==> config.mk <==
export PLATFORM = sky130hd
export DESIGN_NAME = gamepad_input_conditioner_unit
export DESIGN_NICKNAME = d
export VERILOG_FILES = /design/src/gic_pkg.sv /design/src/gic_front.sv /design/src/gic_queue.sv /design/src/gic_back.sv /design/src/gamepad_input_conditioner_unit.sv
export SDC_FILE = /design/constraint.sdc
export NUM_CORES = 1
export LEC_CHECK = 0
export ABC_AREA = 1
export BUFFER_PORTS_ARGS = -buffer_cell sky130_fd_sc_hd__buf_2
export CAP_MARGIN = 20
export CELL_PAD_IN_SITES_DETAIL_PLACEMENT = 0
export CELL_PAD_IN_SITES_GLOBAL_PLACEMENT = 1
export CORE_UTILIZATION = 47
export CTS_CLUSTER_DIAMETER = 120
export DETAILED_ROUTE_END_ITERATION = 6
export PLACE_DENSITY = 0.86
export RECOVER_POWER = 100
export SYNTH_ARGS = -nofsm -noshare
export SYNTH_HDL_FRONTEND = slang
export SYNTH_SLANG_ARGS = --single-unit
==> constraint.sdc <==
create_clock -name clock -period 3.8 [get_ports clock]
set_input_delay 0.38 -clock clock [delete_from_list [all_inputs] [get_ports clock]]
set_output_delay 0.38 -clock clock [all_outputs]
set_load 0.05 [all_outputs]
==> src/gic_pkg.sv <==
// gic_pkg: shared types and constants for the gamepad input conditioner.
// Used by gic_front, gic_queue, gic_back and the top level. No dependencies.
package gic_pkg;

   localparam int NUM_PADS = 4;

   localparam int PAD_W    = 2;
   localparam int BTN_W    = 16;
   localparam int AXIS_W   = 8;
   localparam int LIMIT_W  = 7;
   localparam int STATUS_W = 8;
   localparam int TIMER_W  = 8;

   // Register indexes on the csr port
   localparam logic CSR_STICK_X_LIMIT = 1'b0;
   localparam logic CSR_STICK_Y_LIMIT = 1'b1;

   localparam logic [LIMIT_W-1:0]  LIMIT_RESET  = 7'd70;
   localparam logic [STATUS_W-1:0] NO_RESPONSE  = 8'd8;
   localparam logic [TIMER_W-1:0]  REPEAT_FIRST = 8'h1E;
   localparam logic [TIMER_W-1:0]  REPEAT_NEXT  = 8'h0A;
   localparam logic signed [AXIS_W-1:0] DEAD_HI = 8'sd9;
   localparam logic signed [AXIS_W-1:0] DEAD_LO = -8'sd9;

   // Item after the front end: sticks conditioned, status reduced.
   typedef struct packed {
      logic [PAD_W-1:0]         pad;
      logic                     connected;
      logic [BTN_W-1:0]         buttons;
      logic signed [AXIS_W-1:0] stick_x;
      logic signed [AXIS_W-1:0] stick_y;
   } front_item_type;

   typedef struct packed {
      logic [PAD_W-1:0]         pad;
      logic                     connected;
      logic [BTN_W-1:0]         held;
      logic [BTN_W-1:0]         pressed;
      logic [BTN_W-1:0]         repeats;
      logic signed [AXIS_W-1:0] stick_x;
      logic signed [AXIS_W-1:0] stick_y;
   } rsp_item_type;

   // Handshake status of a queue as seen by its neighbors.
   typedef struct packed {
      logic full;
      logic empty;
   } queue_status_type;

   // Dead zone of -9..9, then clamp to +/- limit.
   function automatic logic signed [AXIS_W-1:0] condition_axis(
      input logic signed [AXIS_W-1:0] raw,
      input logic [LIMIT_W-1:0]       limit
   );
      logic signed [AXIS_W:0] v;
      logic signed [AXIS_W:0] pos;
      logic signed [AXIS_W:0] neg;
      logic signed [AXIS_W:0] r;
      v   = {raw[AXIS_W-1], raw};
      pos = {2'b00, limit};
      neg = -pos;
      if (raw >= DEAD_LO && raw <= DEAD_HI) begin
         r = '0;
      end else if (v > pos) begin
         r = pos;
      end else if (v < neg) begin
         r = neg;
      end else begin
         r = v;
      end
      return r[AXIS_W-1:0];
   endfunction

endpackage

==> src/gic_front.sv <==
// gic_front: input side. Holds the stick limit registers, conditions the
// sticks and status of each accepted sample. Depends on gic_pkg.
module gic_front (
   input  logic                                clock,
   input  logic                                reset,
   input  logic                                csr_we,
   input  logic                                csr_index,
   input  logic [gic_pkg::LIMIT_W-1:0]         csr_wdata,
   input  logic                                req_push,
   input  logic [gic_pkg::PAD_W-1:0]           req_pad_index,
   input  logic [gic_pkg::BTN_W-1:0]           req_button_word,
   input  logic signed [gic_pkg::AXIS_W-1:0]   req_raw_stick_x,
   input  logic signed [gic_pkg::AXIS_W-1:0]   req_raw_stick_y,
   input  logic [gic_pkg::STATUS_W-1:0]        req_status_byte,
   input  gic_pkg::queue_status_type           q_status,
   output logic                                q_push,
   output gic_pkg::front_item_type             q_item
);

   logic [gic_pkg::LIMIT_W-1:0] x_limit_ff, x_limit_in;
   logic [gic_pkg::LIMIT_W-1:0] y_limit_ff, y_limit_in;

   always_comb begin
      x_limit_in = x_limit_ff;
      y_limit_in = y_limit_ff;
      if (csr_we) begin
         unique case (csr_index)
            gic_pkg::CSR_STICK_X_LIMIT: x_limit_in = csr_wdata;
            gic_pkg::CSR_STICK_Y_LIMIT: y_limit_in = csr_wdata;
            default: ;
         endcase
      end
   end

   always_ff @(posedge clock) begin
      if (reset) begin
         x_limit_ff <= gic_pkg::LIMIT_RESET;
         y_limit_ff <= gic_pkg::LIMIT_RESET;
      end else begin
         x_limit_ff <= x_limit_in;
         y_limit_ff <= y_limit_in;
      end
   end

   assign q_push = req_push & ~q_status.full;

   always_comb begin
      q_item.pad       = req_pad_index;
      q_item.connected = (req_status_byte != gic_pkg::NO_RESPONSE);
      q_item.buttons   = req_button_word;
      q_item.stick_x   = gic_pkg::condition_axis(req_raw_stick_x, x_limit_ff);
      q_item.stick_y   = gic_pkg::condition_axis(req_raw_stick_y, y_limit_ff);
   end

endmodule

==> src/gic_queue.sv <==
// gic_queue: two-entry queue between front and back ends.
// Depends on gic_pkg for the item type.
module gic_queue (
   input  logic                     clock,
   input  logic                     reset,
   input  logic                     push,
   input  gic_pkg::front_item_type  push_item,
   input  logic                     pop,
   output gic_pkg::front_item_type  head_item,
   output gic_pkg::queue_status_type status
);

   gic_pkg::front_item_type mem_ff [2];
   logic       wr_ptr_ff, wr_ptr_in;
   logic       rd_ptr_ff, rd_ptr_in;
   logic [1:0] cnt_ff, cnt_in;

   always_comb begin
      wr_ptr_in = wr_ptr_ff ^ push;
      rd_ptr_in = rd_ptr_ff ^ pop;
      cnt_in    = cnt_ff + {1'b0, push} - {1'b0, pop};
   end

   always_ff @(posedge clock) begin
      if (reset) begin
         wr_ptr_ff <= 1'b0;
         rd_ptr_ff <= 1'b0;
         cnt_ff    <= 2'd0;
      end else begin
         wr_ptr_ff <= wr_ptr_in;
         rd_ptr_ff <= rd_ptr_in;
         cnt_ff    <= cnt_in;
      end
   end

   always_ff @(posedge clock) begin
      if (push) begin
         mem_ff[wr_ptr_ff] <= push_item;
      end
   end

   assign head_item    = mem_ff[rd_ptr_ff];
   assign status.full  = (cnt_ff == 2'd2);
   assign status.empty = (cnt_ff == 2'd0);

endmodule

==> src/gic_back.sv <==
// gic_back: back end. Per-pad button history and repeat timers, result
// computation and a two-entry result buffer. Depends on gic_pkg.
module gic_back (
   input  logic                      clock,
   input  logic                      reset,
   input  gic_pkg::front_item_type   q_head,
   input  gic_pkg::queue_status_type q_status,
   output logic                      q_pop,
   input  logic                      rsp_pop,
   output logic                      rsp_empty,
   output gic_pkg::rsp_item_type     rsp_item
);

   logic [gic_pkg::BTN_W-1:0]   last_ff  [gic_pkg::NUM_PADS];
   logic [gic_pkg::TIMER_W-1:0] timer_ff [gic_pkg::NUM_PADS];

   gic_pkg::rsp_item_type out_ff [2];
   logic       wr_ptr_ff, wr_ptr_in;
   logic       rd_ptr_ff, rd_ptr_in;
   logic [1:0] cnt_ff, cnt_in;

   logic                        pad_ok;
   logic [gic_pkg::BTN_W-1:0]   prev;
   logic                        changed;
   logic [gic_pkg::TIMER_W-1:0] dec;
   logic [gic_pkg::TIMER_W-1:0] timer_next;
   logic                        out_pop;
   gic_pkg::rsp_item_type       res;

   assign out_pop = rsp_pop & ~rsp_empty;
   assign q_pop   = ~q_status.empty & (cnt_ff != 2'd2);

   always_comb begin
      pad_ok  = (int'(q_head.pad) < gic_pkg::NUM_PADS);
      prev    = last_ff[q_head.pad];
      changed = (prev != q_head.buttons);
      dec     = timer_ff[q_head.pad] - 8'd1;

      res.pad       = q_head.pad;
      res.connected = q_head.connected;
      res.held      = q_head.buttons;
      res.stick_x   = q_head.stick_x;
      res.stick_y   = q_head.stick_y;
      res.pressed   = '0;
      res.repeats   = '0;
      timer_next    = dec;
      if (pad_ok) begin
         res.pressed = q_head.buttons & (q_head.buttons ^ prev);
         if (changed) begin
            res.repeats = res.pressed;
            timer_next  = gic_pkg::REPEAT_FIRST;
         end else if (dec == '0) begin
            res.repeats = q_head.buttons;
            timer_next  = gic_pkg::REPEAT_NEXT;
         end
      end
   end

   always_ff @(posedge clock) begin
      if (reset) begin
         for (int i = 0; i < gic_pkg::NUM_PADS; i++) begin
            last_ff[i]  <= '0;
            timer_ff[i] <= '0;
         end
      end else if (q_pop && pad_ok) begin
         last_ff[q_head.pad]  <= q_head.buttons;
         timer_ff[q_head.pad] <= timer_next;
      end
   end

   always_comb begin
      wr_ptr_in = wr_ptr_ff ^ q_pop;
      rd_ptr_in = rd_ptr_ff ^ out_pop;
      cnt_in    = cnt_ff + {1'b0, q_pop} - {1'b0, out_pop};
   end

   always_ff @(posedge clock) begin
      if (reset) begin
         wr_ptr_ff <= 1'b0;
         rd_ptr_ff <= 1'b0;
         cnt_ff    <= 2'd0;
      end else begin
         wr_ptr_ff <= wr_ptr_in;
         rd_ptr_ff <= rd_ptr_in;
         cnt_ff    <= cnt_in;
      end
   end

   always_ff @(posedge clock) begin
      if (q_pop) begin
         out_ff[wr_ptr_ff] <= res;
      end
   end

   assign rsp_item  = out_ff[rd_ptr_ff];
   assign rsp_empty = (cnt_ff == 2'd0);

`ifndef SYNTH
   a_buf_bound: assert property (@(posedge clock) disable iff (reset)
      cnt_ff != 2'd3)
      else $error("result buffer count out of range");

   a_pressed_subset: assert property (@(posedge clock) disable iff (reset)
      q_pop |-> (res.pressed & ~res.held) == '0)
      else $error("pressed bit set for a button not held");

   a_repeat_hold: assert property (@(posedge clock) disable iff (reset)
      (q_pop && !changed && res.repeats != '0) |-> res.repeats == res.held)
      else $error("repeat strobe without change differs from held set");

   a_history: assert property (@(posedge clock) disable iff (reset)
      (q_pop && pad_ok) |=> last_ff[$past(q_head.pad)] == $past(q_head.buttons))
      else $error("button history not updated");
`endif

endmodule

==> src/gamepad_input_conditioner_unit.sv <==
// gamepad_input_conditioner_unit: top level of the gamepad input conditioner.
// Depends on gic_pkg, gic_front, gic_queue and gic_back.
//
//  channel | ports                      | beat accepted when
//  --------+----------------------------+---------------------------
//  req     | req_push / req_full        | req_push && !req_full
//  rsp     | rsp_empty / rsp_pop        | rsp_pop && !rsp_empty
//  csr     | csr_we, csr_index, wdata   | csr_we
//
// One beat per cycle sustained in both directions while neither side
// stalls. An accepted sample waits in the front queue, is popped into the
// registered result buffer when it has room and leaves with rsp_pop high.
// The per-pad history read-modify-write in the back end is done at the pop,
// so consecutive beats on the same pad chain without a bubble. Each side
// has a two-entry queue, so a stalled rsp pop backs up into req_full only
// after both fill. Reset is synchronous and clears limits to 70, all pad
// history and timers, and both queues.
module gamepad_input_conditioner_unit (
   input  logic                                clock,
   input  logic                                reset,
   // configuration
   input  logic                                csr_we,
   input  logic                                csr_index,
   input  logic [gic_pkg::LIMIT_W-1:0]         csr_wdata,
   // sample input
   input  logic                                req_push,
   output logic                                req_full,
   input  logic [gic_pkg::PAD_W-1:0]           req_pad_index,
   input  logic [gic_pkg::BTN_W-1:0]           req_button_word,
   input  logic signed [gic_pkg::AXIS_W-1:0]   req_raw_stick_x,
   input  logic signed [gic_pkg::AXIS_W-1:0]   req_raw_stick_y,
   input  logic [gic_pkg::STATUS_W-1:0]        req_status_byte,
   // results
   output logic                                rsp_empty,
   input  logic                                rsp_pop,
   output logic [gic_pkg::PAD_W-1:0]           rsp_out_pad,
   output logic                                rsp_connected,
   output logic [gic_pkg::BTN_W-1:0]           rsp_held_buttons,
   output logic [gic_pkg::BTN_W-1:0]           rsp_pressed_buttons,
   output logic [gic_pkg::BTN_W-1:0]           rsp_repeat_buttons,
   output logic signed [gic_pkg::AXIS_W-1:0]   rsp_stick_x,
   output logic signed [gic_pkg::AXIS_W-1:0]   rsp_stick_y
);

   gic_pkg::front_item_type   push_item;
   gic_pkg::front_item_type   head_item;
   gic_pkg::queue_status_type q_status;
   gic_pkg::rsp_item_type     rsp_item;
   logic                      q_push;
   logic                      q_pop;

   // Front end: limit registers and stick / status conditioning.
   gic_front u_front (
      .clock           (clock),
      .reset           (reset),
      .csr_we          (csr_we),
      .csr_index       (csr_index),
      .csr_wdata       (csr_wdata),
      .req_push        (req_push),
      .req_pad_index   (req_pad_index),
      .req_button_word (req_button_word),
      .req_raw_stick_x (req_raw_stick_x),
      .req_raw_stick_y (req_raw_stick_y),
      .req_status_byte (req_status_byte),
      .q_status        (q_status),
      .q_push          (q_push),
      .q_item          (push_item)
   );

   // Decoupling queue: lets either side stall without stopping the other.
   gic_queue u_queue (
      .clock     (clock),
      .reset     (reset),
      .push      (q_push),
      .push_item (push_item),
      .pop       (q_pop),
      .head_item (head_item),
      .status    (q_status)
   );

   // Back end: per-pad edge detect, auto-repeat timers, result buffer.
   gic_back u_back (
      .clock     (clock),
      .reset     (reset),
      .q_head    (head_item),
      .q_status  (q_status),
      .q_pop     (q_pop),
      .rsp_pop   (rsp_pop),
      .rsp_empty (rsp_empty),
      .rsp_item  (rsp_item)
   );

   assign req_full            = q_status.full;
   assign rsp_out_pad         = rsp_item.pad;
   assign rsp_connected       = rsp_item.connected;
   assign rsp_held_buttons    = rsp_item.held;
   assign rsp_pressed_buttons = rsp_item.pressed;
   assign rsp_repeat_buttons  = rsp_item.repeats;
   assign rsp_stick_x         = rsp_item.stick_x;
   assign rsp_stick_y         = rsp_item.stick_y;

endmodule

==> summary by stage <==
Global route
met2 is the most crowded layer. The initial antenna violation count is 0. The pin count of the biggest net entering global routing is 68.

The number of global-route vias before repair came to 10,142. Global routing used 27.5% of the available met1 tracks. The met2 global-route usage is 34.5%. For this run the aggregate overflow at the end of global routing stands at 0.

The first-pass GRT wire length is 52,600 um. In the global route stage, overall resource usage came out at 20.4%. The met3 track demand over resource in global routing is 2.88%.

Floorplanning
From left edge to right edge, the die measures 180 um. Row generation in the floorplan step produced 64 rows. The core region is 30,800 um^2. The area of the die is 32,300 um^2.

The count of pins on the block boundary is 124. The chip height is 180 um. The starting density of the core is 48.2%.

Worst hold path
The path class of the tightest hold or removal check is in -> reg. The launch instance of the worst min-delay path is req_button_word[3].

CTS
CTS placed an instance of sky130_fd_sc_hd__clkbuf_16 at the clock tree root. The source-to-sink clock delay at the later pin of the worst-skew pair is 0.51 ns. Clock-pin slew was measured on the worst setup and hold paths at 0.06 ns.

The clock tree from TritonCTS is built. The number of buffers inserted for hold repair after clock tree synthesis is 0. The count of H-tree levels built during CTS is 2. The number of buffers added by the clock tree synthesis step is 34. The clock drives 322 sinks. The longest clock path from root to sink contains 3 buffers.

Yosys
A synthesized cell averages 10.4 um^2. The largest total area in the synthesized netlist belongs to sky130_fd_sc_hd__edfxtp_1. By instance count, the leading cell after synthesis is sky130_fd_sc_hd__nand2_1. In this run, synthesis produced a sequential element count of 322. The simple logic cell fraction of the synthesized area is 19.0%. After Yosys synthesis, full adders, half adders and majority gates account for 4.88% of the synthesized area. The synthesized design contains 300 enable-type register cells.

The number of warning messages in the yosys log is 0. Ranked by total cell area, the synthesized netlist is headed by sky130_fd_sc_hd__edfxtp_1, sky130_fd_sc_hd__nand2_1, sky130_fd_sc_hd__ha_1. The commonest cells after synthesis are sky130_fd_sc_hd__nand2_1, sky130_fd_sc_hd__edfxtp_1, sky130_fd_sc_hd__inv_1. By area, the combinational part of the netlist is dominated by simple AND/OR/NAND/NOR gates. Summing the areas of all xor and xnor instances in the mapped netlist gives 0.766% of the synthesized area.

The number of nets in the synthesized netlist is 1,544. The synthesized-area fraction occupied by ao, oa, aoi and oai cells is 6.87%. The number of different library cells in the post-synthesis netlist is 38. In the synthesized netlist, the number of instances is 1,431. In this run the biggest area consumer among cell types represents 60.6% of the synthesized area. The mux share of post-synthesis cell area is 0%.

For this run, the leading register cell type out of synthesis is sky130_fd_sc_hd__edfxtp_1. After synthesis the cells add up to 14,900 um^2. After synthesis, the share of flip-flops with an asynchronous set or reset is 0%. The sequential element share of the synthesized area is 63.6%.

STA
Across the routed clock network, the largest skew measured is 0.0154 ns. For the finished layout, the period the worst path requires is 3.52 ns. After layout, the worst setup slack is 0.282 ns. The portion of the clock cycle consumed by the worst path in the final layout is 92.6%. Measured against its own limit, the worst slew margin works out to -39.8%.

The number of pins exceeding their max-slew limit in the final report came to 118. The peak clock frequency supported by timing is 284 MHz. The sum of negative setup slack is 0 ns. Setup repair after global routing left no endpoint under its margin. The final count of hold timing violations is 0.

The pin slew with the least headroom to its limit is 2.10 ns. Setup violations remaining at the end of the flow were counted as 0.

Run status
The run finished, with violations left. The final reports fail on design-rule violations, max-capacitance violations, max-slew violations.

Cells and area
The total area of multi-input combinational cells is 4660 um^2. 0 antenna diodes ended up in the layout. The area used by sequential logic in the layout is 9450 um^2. The share of the core filled with cells is 55.0%.

For this run, the post-layout net count is 1,685. The fraction of layout instances using a drive strength above 1 is 11.6%. The post-route non-filler standard cell count is 1,992. The number of filler cells placed in the layout is 2,679. The area growth from synthesis to layout is 14.0%. The post-layout instance area is 16,900 um^2.

Worst setup path
Along the worst path, the maximum fanout reaches 35. Tracing the worst setup path back leads to its startpoint at u_queue.rd_ptr_ff$_SDFF_PP0_. The endpoint kind of the worst setup timing path is a flop. Data on the critical path is required at its endpoint by 4.14 ns.

The nature of the critical path startpoint is a flop. The critical path is of the reg -> reg type. The source of the worst register-to-register timing path is u_queue.rd_ptr_ff$_SDFF_PP0_. For the worst setup path, the data arrival time is 3.86 ns.

Routing
The detailed router finished its first iteration with 761 violations. The first detailed-routing pass ran for 7 iterations. The via density per instance is 5.21.

In the final routed layout, each cell accounts on average for 16.7 um. The overall via count from detail_route is 10,373. For this run, design rule violations remaining after detail routing come to 13. Once detail routing completed, the nets flagged for antenna violations numbered 0. The wire length reported by the detailed router is 33,200 um.

Power and ir drop
The highest ir drop seen on vdd is 0.356 mV. The leakage power is 7.09 nW. The power per cell area is 886 nW/um^2.

Placed design
The placed wire-length estimate after detailed placement is 21,900 um. The final weighted congestion in routability-driven placement is 0.901. OpenSTA, run right after detailed placement, puts the worst setup slack at 0.155 ns. The instance area at placement is 16,000 um^2. Input and output buffers added on the ports amount to 123.

The placed instance count is 1,928.

Run
Max-cap violations in this run came to 3.
==> state kept, by name, indices dropped and copies added (netlist names) <==
register / cells
u_front.y_limit_ff: 7
u_back.last_ff: 64
u_back.cnt_ff: 2
u_queue.cnt_ff: 2
u_queue.rd_ptr_ff: 1
u_back.wr_ptr_ff: 1
u_back.out_ff: 134
u_back.timer_ff: 32
u_front.x_limit_ff: 7
u_back.rd_ptr_ff: 1
u_queue.mem_ff: 70
u_queue.wr_ptr_ff: 1
==> area by class of cell <==
class	instances	area share (%)
sequential	322	55.8
multi-input combinational	925	27.5
clock buffer	40	5.28
timing repair buffer	159	4.54
tap	396	2.92
inverter	130	2.90
clock inverter	20	1.04
==> final timing paths <==
| check | cells after the start | endpoint | slack [ns] |
|---|---|---|---|
| max | 14 | u_back.out_ff[1][28]$_DFFE_PP_ | 0.28 |
| min | 1 | u_queue.mem_ff[0][19]$_DFFE_PP_ | 0.07 |
| max reg2reg | 14 | u_back.out_ff[1][28]$_DFFE_PP_ | 0.28 |
| min reg2reg | 1 | u_back.cnt_ff[1]$_SDFF_PP0_ | 0.49 |
==> per-stage QoR <==
stage | hold slack (ns) | total power [mW]
detailed placement | 0.488 | 12.0
global route | 0.0588 | 15.8
CTS | 0.0552 | 15.2
global placement | 0.474 | 11.9
floorplan | 0.447 | 10.2
finish | 0.0707 | 15.0
==> metal layers <==
layer	wire length, um	vias to the layer above
li1	-	5127
met1	15000	4932
met2	15700	260
met3	1720	54
met4	701	0
met5	0	-
==> kinds of logic (layout without fill, tap and decap cells) <==
kind of cell,Yosys count,after routing
AOI/OAI and AO/OA,164,165
xor gates and xnor gates,13,13
adders and majority gates,58,58
buffers and inverters,185,349
DFF,322,322
and+or+nand+nor,689,689
==> power breakdown <==
group	switching [mW]	internal, mW	total [mW]
logic	4.73	1.44	6.17
registers	0.263	5.37	5.63
clock network	1.32	1.89	3.21
total	6.31	8.70	15.0
==> critical path, stage by stage, from the launching register on <==
cell	delay, ns
sky130_fd_sc_hd__dfxtp_2	0.44
sky130_fd_sc_hd__buf_6	0.25
sky130_fd_sc_hd__nand2_2	0.10
sky130_fd_sc_hd__nand2_4	0.35
sky130_fd_sc_hd__buf_4	0.33
sky130_fd_sc_hd__nand2_1	0.10
sky130_fd_sc_hd__a32o_1	0.26
sky130_fd_sc_hd__ha_1	0.31
sky130_fd_sc_hd__nand2_1	0.07
sky130_fd_sc_hd__nor2_1	0.15
sky130_fd_sc_hd__nand4_1	0.24
sky130_fd_sc_hd__clkinvlp_4	0.27
sky130_fd_sc_hd__clkbuf_1	0.23
sky130_fd_sc_hd__nand2_1	0.09
sky130_fd_sc_hd__o21ai_2	0.15
==> repair_timing <==
item,4_1_cts,5_1_grt
setup endpoints to repair,0,43
gates resized for setup,0,5
buffers inserted,0,3
endpoints found under the hold margin,0,0
==> cell usage in the layout (no fill, tap or decap), types with 12 or more instances in the layout <==
| cell | n |
|---|---|
| sky130_fd_sc_hd__clkbuf_16 | 35 |
| sky130_fd_sc_hd__clkbuf_1 | 71 |
| sky130_fd_sc_hd__xor2_1 | 13 |
| sky130_fd_sc_hd__clkbuf_2 | 30 |
| sky130_fd_sc_hd__dfxtp_1 | 20 |
| sky130_fd_sc_hd__inv_1 | 126 |
| sky130_fd_sc_hd__buf_2 | 42 |
| sky130_fd_sc_hd__o211ai_1 | 14 |
| sky130_fd_sc_hd__nand2_1 | 458 |
| sky130_fd_sc_hd__ha_1 | 58 |
| sky130_fd_sc_hd__nand3_1 | 53 |
| sky130_fd_sc_hd__a32o_1 | 16 |
| sky130_fd_sc_hd__a21oi_1 | 53 |
| sky130_fd_sc_hd__o21ai_0 | 61 |
| sky130_fd_sc_hd__nor2_1 | 117 |
| sky130_fd_sc_hd__edfxtp_1 | 300 |
| sky130_fd_sc_hd__or2_2 | 16 |
| sky130_fd_sc_hd__buf_4 | 20 |
| sky130_fd_sc_hd__nand4_1 | 12 |
(Power assumes the default switching activity.)
